<file path="src/sv/mseu_pkg.sv">
package mseu_pkg;

   localparam int MemBytesDefault = 65536;
   localparam int RegCount = 32;
   localparam int RegIdxW = 5;
   localparam int CsrIdxW = 2;

   localparam logic [31:0] JumpRegionMask = 32'hF000_0000;
   localparam logic [31:0] ExitCode = 32'd10;

   typedef enum logic [4:0] {
      OP_NOOP = 5'd0, OP_ADD = 5'd1, OP_ADDI = 5'd2, OP_ADDIU = 5'd3,
      OP_ADDU = 5'd4, OP_SUB = 5'd5, OP_DIV = 5'd6, OP_MULT = 5'd7,
      OP_J = 5'd8, OP_SYSCALL = 5'd9, OP_ORI = 5'd10, OP_AND = 5'd11,
      OP_BEQ = 5'd12, OP_MFHI = 5'd13, OP_MFLO = 5'd14, OP_LUI = 5'd15,
      OP_LB = 5'd16, OP_SB = 5'd17, OP_LW = 5'd18, OP_SW = 5'd19
   } op_type;

   typedef enum logic [1:0] {
      ST_OK = 2'd0, ST_TERM = 2'd1, ST_UNSUP = 2'd2, ST_BADSYS = 2'd3
   } status_type;

   localparam logic [CsrIdxW-1:0] CSR_START_PC = 2'd0;
   localparam logic [CsrIdxW-1:0] CSR_SP_INIT = 2'd1;
   localparam logic [CsrIdxW-1:0] CSR_GP_INIT = 2'd2;
   localparam logic [RegIdxW-1:0] REG_SP = 5'd29;
   localparam logic [RegIdxW-1:0] REG_GP = 5'd28;
   localparam logic [RegIdxW-1:0] REG_V0 = 5'd2;

   typedef enum logic [2:0] {
      S_IDLE, S_READ, S_EXEC, S_MEM, S_DIV, S_DONE
   } state_type;

   // Commands from controller to datapath.
   typedef struct packed {
      logic load_item;   // capture the input word
      logic read_regs;   // register the operands
      logic exec;        // first execute cycle
      logic mem_step;    // one memory byte step
      logic div_start;
      logic div_step;
      logic finish;      // commit and load the result register
   } cmd_type;

   typedef struct packed {
      logic is_mem;      // item needs byte steps
      logic is_div;
      logic mem_last;
      logic div_last;
   } stat_type;

endpackage

</file>
<file path="src/sv/mseu_ctrl.sv">
module mseu_ctrl
   import mseu_pkg::*;
(
   input  logic     clock,
   input  logic     reset,
   input  logic     req_tvalid,
   output logic     req_tready,
   output logic     rsp_tvalid,
   input  logic     rsp_tready,
   input  stat_type stat,
   output cmd_type  cmd
);

   state_type state_ff, state_in;
   logic      out_full_ff, out_full_in;

   always_ff @(posedge clock) begin
      if (reset) begin
         state_ff <= S_IDLE;
         out_full_ff <= 1'b0;
      end else begin
         state_ff <= state_in;
         out_full_ff <= out_full_in;
      end
   end

   assign rsp_tvalid = out_full_ff;
   // A new word is taken while the previous result still waits, but its
   // commit waits for the output register to drain.
   assign req_tready = (state_ff == S_IDLE);

   always_comb begin
      state_in = state_ff;
      cmd = '0;
      out_full_in = out_full_ff && !rsp_tready;
      case (state_ff)
         S_IDLE: begin
            if (req_tvalid) begin
               cmd.load_item = 1'b1;
               state_in = S_READ;
            end
         end
         S_READ: begin
            cmd.read_regs = 1'b1;
            state_in = S_EXEC;
         end
         S_EXEC: begin
            cmd.exec = 1'b1;
            if (stat.is_mem) state_in = S_MEM;
            else if (stat.is_div) begin
               cmd.div_start = 1'b1;
               state_in = S_DIV;
            end else state_in = S_DONE;
         end
         S_MEM: begin
            cmd.mem_step = 1'b1;
            if (stat.mem_last) state_in = S_DONE;
         end
         S_DIV: begin
            cmd.div_step = 1'b1;
            if (stat.div_last) state_in = S_DONE;
         end
         S_DONE: begin
            if (!out_full_in) begin
               cmd.finish = 1'b1;
               out_full_in = 1'b1;
               state_in = S_IDLE;
            end
         end
         default: state_in = S_IDLE;
      endcase
   end

   assert property (@(posedge clock) disable iff (reset)
      cmd.finish |-> !(out_full_ff && !rsp_tready))
      else $error("result overwrote a pending word");
   assert property (@(posedge clock) disable iff (reset)
      cmd.finish |=> rsp_tvalid)
      else $error("finished item not shown");
   assert property (@(posedge clock) disable iff (reset)
      (state_ff == S_DIV) |-> stat.is_div)
      else $error("divide state without divide");

endmodule

</file>
<file path="config.mk">
export PLATFORM = sky130hd
export DESIGN_NAME = mseu_ctrl
export DESIGN_NICKNAME = d
export VERILOG_FILES = /design/src/sv/mseu_pkg.sv /design/src/sv/mseu_ctrl.sv
export SDC_FILE = /design/constraint.sdc
export NUM_CORES = 1
export LEC_CHECK = 0
export BUFFER_PORTS_ARGS = -buffer_cell sky130_fd_sc_hd__buf_4
export CORE_AREA = 2 2 39 41
export DETAILED_ROUTE_END_ITERATION = 10
export DIE_AREA = 0 0 41 43
export GPL_TIMING_DRIVEN = 0
export PLACE_DENSITY_LB_ADDON = 0.15
export RECOVER_POWER = 50
export SYNTH_ARGS = -nofsm -noshare
export SYNTH_HDL_FRONTEND = slang
export SYNTH_SLANG_ARGS = --single-unit
</file>
<file path="constraint.sdc">
create_clock -name clock -period 1 [get_ports clock]
set_input_delay 0.05 -clock clock [delete_from_list [all_inputs] [get_ports clock]]
set_output_delay 0.05 -clock clock [all_outputs]
set_load 0.01 [all_outputs]
</file>
# Yosys cells after proc, flatten, opt, wreduce, memory -nomap -nowiden
# Index checks and enable logic that the tools add are counted.
[word_totals]
out_inout_bits = 9
word_cells = 34
regBits = 4
input_bits = 8
[classes]
reduce_logical = 4
n_mux = 19
eq_ne = 9
[ops]
columns = ["op", "n"]
rows = [
  ["one-hot mux 3 bit (6 select lines)", 1],
  ["2-to-1 mux 3 bit", 5],
  ["2-to-1 mux 1 bit", 13],
  ["inequality test 2 bit, second input constant", 4],
  ["== test 3 x 2 -> 1 bit, second input constant", 2],
  ["== test 3 bit, second input constant", 2],
  ["AND reduction 4 bit", 1],
  ["== test 3 x 1 -> 1 bit, second input constant", 1],
  ["logical NOT 3 bit", 1],
  ["logical AND 1 bit", 1],
  ["logical NOT 1 bit", 1],
]

# Longest topological paths before layout
[depth]
ltp_word = 4
ltp_mapped = 4

# Worst setup path before layout
# OpenSTA, ideal clock, no wires.
[synth_path]
path_kind = "reg-to-reg"
from = "reg state_ff[0]"
to = "reg state_ff[0]"
t_required_ps = 881
path_stages_with_launch = 4
path_slack_ps = -1
setup_ps = 119
t_arrival_ps = 882
path_cell_list = "dfxtp_1 or3b_1 a22oi_2 a21oi_1"
[synth_between]
elab_chain_len = 3
elab_cells_between_ends = 12
cone_classes = "eq/ne: 9; mux: 1; reduce/logical: 2"
[synth_lines]
columns = ["item", "line_no", "text"]
rows = [
  ["from (decl)", "mseu_ctrl.sv:14", "state_type state_ff, state_in;"],
  ["from (signal assigned)", "mseu_ctrl.sv:22", "state_ff <= state_in;"],
  ["== test 3 bit (tied with other cells)", "mseu_ctrl.sv:36", "case (state_ff)"],
  ["inequality test 2 bit (no source line)", "n/a", ""],
  ["AND reduction 4 bit (no source line)", "n/a", ""],
]
# Several ways; a longest one is shown, not always the timed one.
# A chain may end at the register's enable or synchronous reset.

==> impl_metrics.json <==
{
  "status": "finished, violations left",
  "violations": "negative setup slack",
  "clk_latency_ns": 0.23,
  "ff2ff_setup_slack_ns": -0.19,
  "p_leak_nw": 0.2550,
  "peakVddDrop_uv": 474.7,
  "drv_slew": 0,
  "die_w_um": 41,
  "power_density_nw_per_um2": 1122,
  "synth_edf_count": 0,
  "hold_depth": 4,
  "area_growth_pct": 121.2,
  "fin_ws_ns": -0.1962,
  "drive_above_1_share": 0.7258,
  "hold_violations": 0,
  "grt_util_all_layers": 0.1104,
  "via_count": 347,
  "crit_arrival_ns": 1.15,
  "timing.rr.end": "state_ff[0]$_SDFFE_PP0P_",
  "boundaryPins": 17,
  "async_flop_share": 0,
  "placedCellCount": 67,
  "die_area_um2": 1763,
  "clk_pin_slew_ns": 0.04,
  "synth.area.top_cells": "dfxtp_1 (30%), nor2_1 (8.5%), a21oi_1 (7.5%)",
  "grt.overflow.total": 0,
  "ant_nets": 0,
  "h-tree-depth": 1,
  "dr.pass1.iters": 3,
  "fin_crit_sh": 1.196,
  "yosysWarnings": 0,
  "cap_violations": 0,
  "first_iter_violations": 3,
  "yosysTopAreaCell": "dfxtp_1",
  "syn_area_um2": 265.3,
  "crit_required_ns": 0.95,
  "drt-total-wl_um": 788,
  "syn_nets": 43,
  "numCtsBuffers": 3,
  "ys_ff_latch": 4,
  "viasPerCell": 4.449,
  "cts_tree": "yes",
  "num-nets-final": 72,
  "dp_slack_ns": -0.03338,
  "cp_max_fo": 3,
  "cts.sinks": 4,
  "grt_max_degree": 8,
  "dieHeight_um": 43,
  "most-common-layout-cells": "buf_4 (17), buf_6 (6)",
  "io_buffers": 16,
  "r2r_start": "state_ff[0]$_SDFFE_PP0P_",
  "diodes": 0,
  "final-setup-viol-count": 10,
  "r2r_cells": 4,
  "worstSetupStartpoint": "state_ff[0]$_SDFFE_PP0P_",
  "slew_headroom": 0.8476,
  "cts_buffer_depth": 2,
  "synthFlopType": "dfxtp_1",
  "min_period_ns": 1.196,
  "path_class": "reg -> out",
  "max_freq_ghz": 0.8360,
  "rows": 14,
  "cp-end-kind": "output port",
  "core_um2": 1384,
  "seq_area_frac_synth": 0.3019,
  "postLayoutCoreUtil": 0.4241,
  "whs_ns": 0.1156,
  "synth_top_area_frac": 0.3019,
  "grt_antenna_before_repair": 0,
  "grt_pass1_vias": 346,
  "crit_end": "cmd[2]",
  "rsz0062_at_grt": "true",
  "start_util": 0.1917,
  "final_common_cell": "buf_4",
  "fin_cells": 78,
  "grt_pass1_wl_um": 1304,
  "syn_area_per_cell_um2": 7.579,
  "hold_path_class": "in -> reg",
  "finClkSkew_ns": 0.006544,
  "yosysUniqueCellTypes": 19,
  "ctsRootBufferMaster": "clkbuf_4",
  "wl_per_cell_um": 10.10,
  "synth_cells": 35,
  "worst_slew_pin_slew_ns": 0.2273,
  "startpoint_type": "flip-flop",
  "gp_congestion": 0.6151,
  "drc": 0,
  "hpwlAfterDp_um": 540.4
}
## state kept, by name, summed over array words and instances, names as in the netlist
signal / flops
rsp_tvalid: 1
state_ff: 3
## layer usage
| layer | vias up | track usage | routed length [um] |
|---|---|---|---|
| li1 | 175 | - | - |
| met1 | 157 | 0.1222 | 319 |
| met2 | 13 | 0.1656 | 398 |
| met3 | 2 | 0.03665 | 66 |
| met4 | 0 | 0.08000 | 4 |
| met5 | - | 0 | 0 |
## cell usage after synthesis, types with 2 or more instances
cell type  instances
a21oi_1            4
dfxtp_1            4
and2b_1            2
and2_1             3
nor2_1             6
o21ai_1            3
## kinds of logic after synthesis
kind of cell | Yosys count | share of synthesized area
and+or+nand+nor | 21 | 0.4764
buffers and inverters | 2 | 0.04245
AOI/OAI and AO/OA | 8 | 0.1792
DFF | 4 | 0.3019
## worst max-delay path, stage by stage (launching register included)
cell and delay (ns):
dfxtp_2 0.33, or3b_4 0.39, nor2_4 0.09, buf_6 0.10
## cell type report
class                   instances  area (um2)
fillers                       141       797.0
multi-input cells              29       237.7
repair buffers                 24       197.7
flip-flops and latches          4       88.84
clock buffers                   3       22.52
well taps                      16       20.02
plain buffers                   1       11.26
inverters                       1       8.758
## report_power, final
| group | switching [mW] | total (mW) | internal, mW | leakage, nW |
|---|---|---|---|---|
| Clock | 0.0646 | 0.199 | 0.134 | 0.0138 |
| Combinational | 0.112 | 0.266 | 0.154 | 0.207 |
| Sequential | 0.0213 | 0.194 | 0.172 | 0.0345 |
## how the worst min path moves through the flow
stage / endpoint / startpoint
global route: rsp_tvalid$_SDFF_PP0_ / rsp_tready
detailed placement: state_ff[0]$_SDFFE_PP0P_ / reset
global placement: state_ff[0]$_SDFFE_PP0P_ / reset
floorplan: state_ff[0]$_SDFFE_PP0P_ / reset
CTS: state_ff[0]$_SDFFE_PP0P_ / req_tvalid
finish: rsp_tvalid$_SDFF_PP0_ / rsp_tready
## through the flow
| step | area (um2) | power (mW) | TNS (ns) |
|---|---|---|---|
| after floorplan | 265.3 | 0.2820 | 0 |
| after global placement | 405.4 | 0.3632 | -0.03031 |
| after detailed placement | 405.4 | 0.3633 | -0.03338 |
| after CTS | 524.3 | 0.6274 | -0.9176 |
| after global routing | 586.8 | 0.7057 | -1.373 |
| final | 586.8 | 0.6585 | -0.8810 |
## timing repair
item,CTS,global route
setup buffers,4,3
endpoints found under the hold margin,3,0
gates resized for setup,18,11
hold buffers,1,0
endpoints found under the setup margin,9,11
pin swaps,3,2
Note: power is estimated with default switching activity, not from simulation.
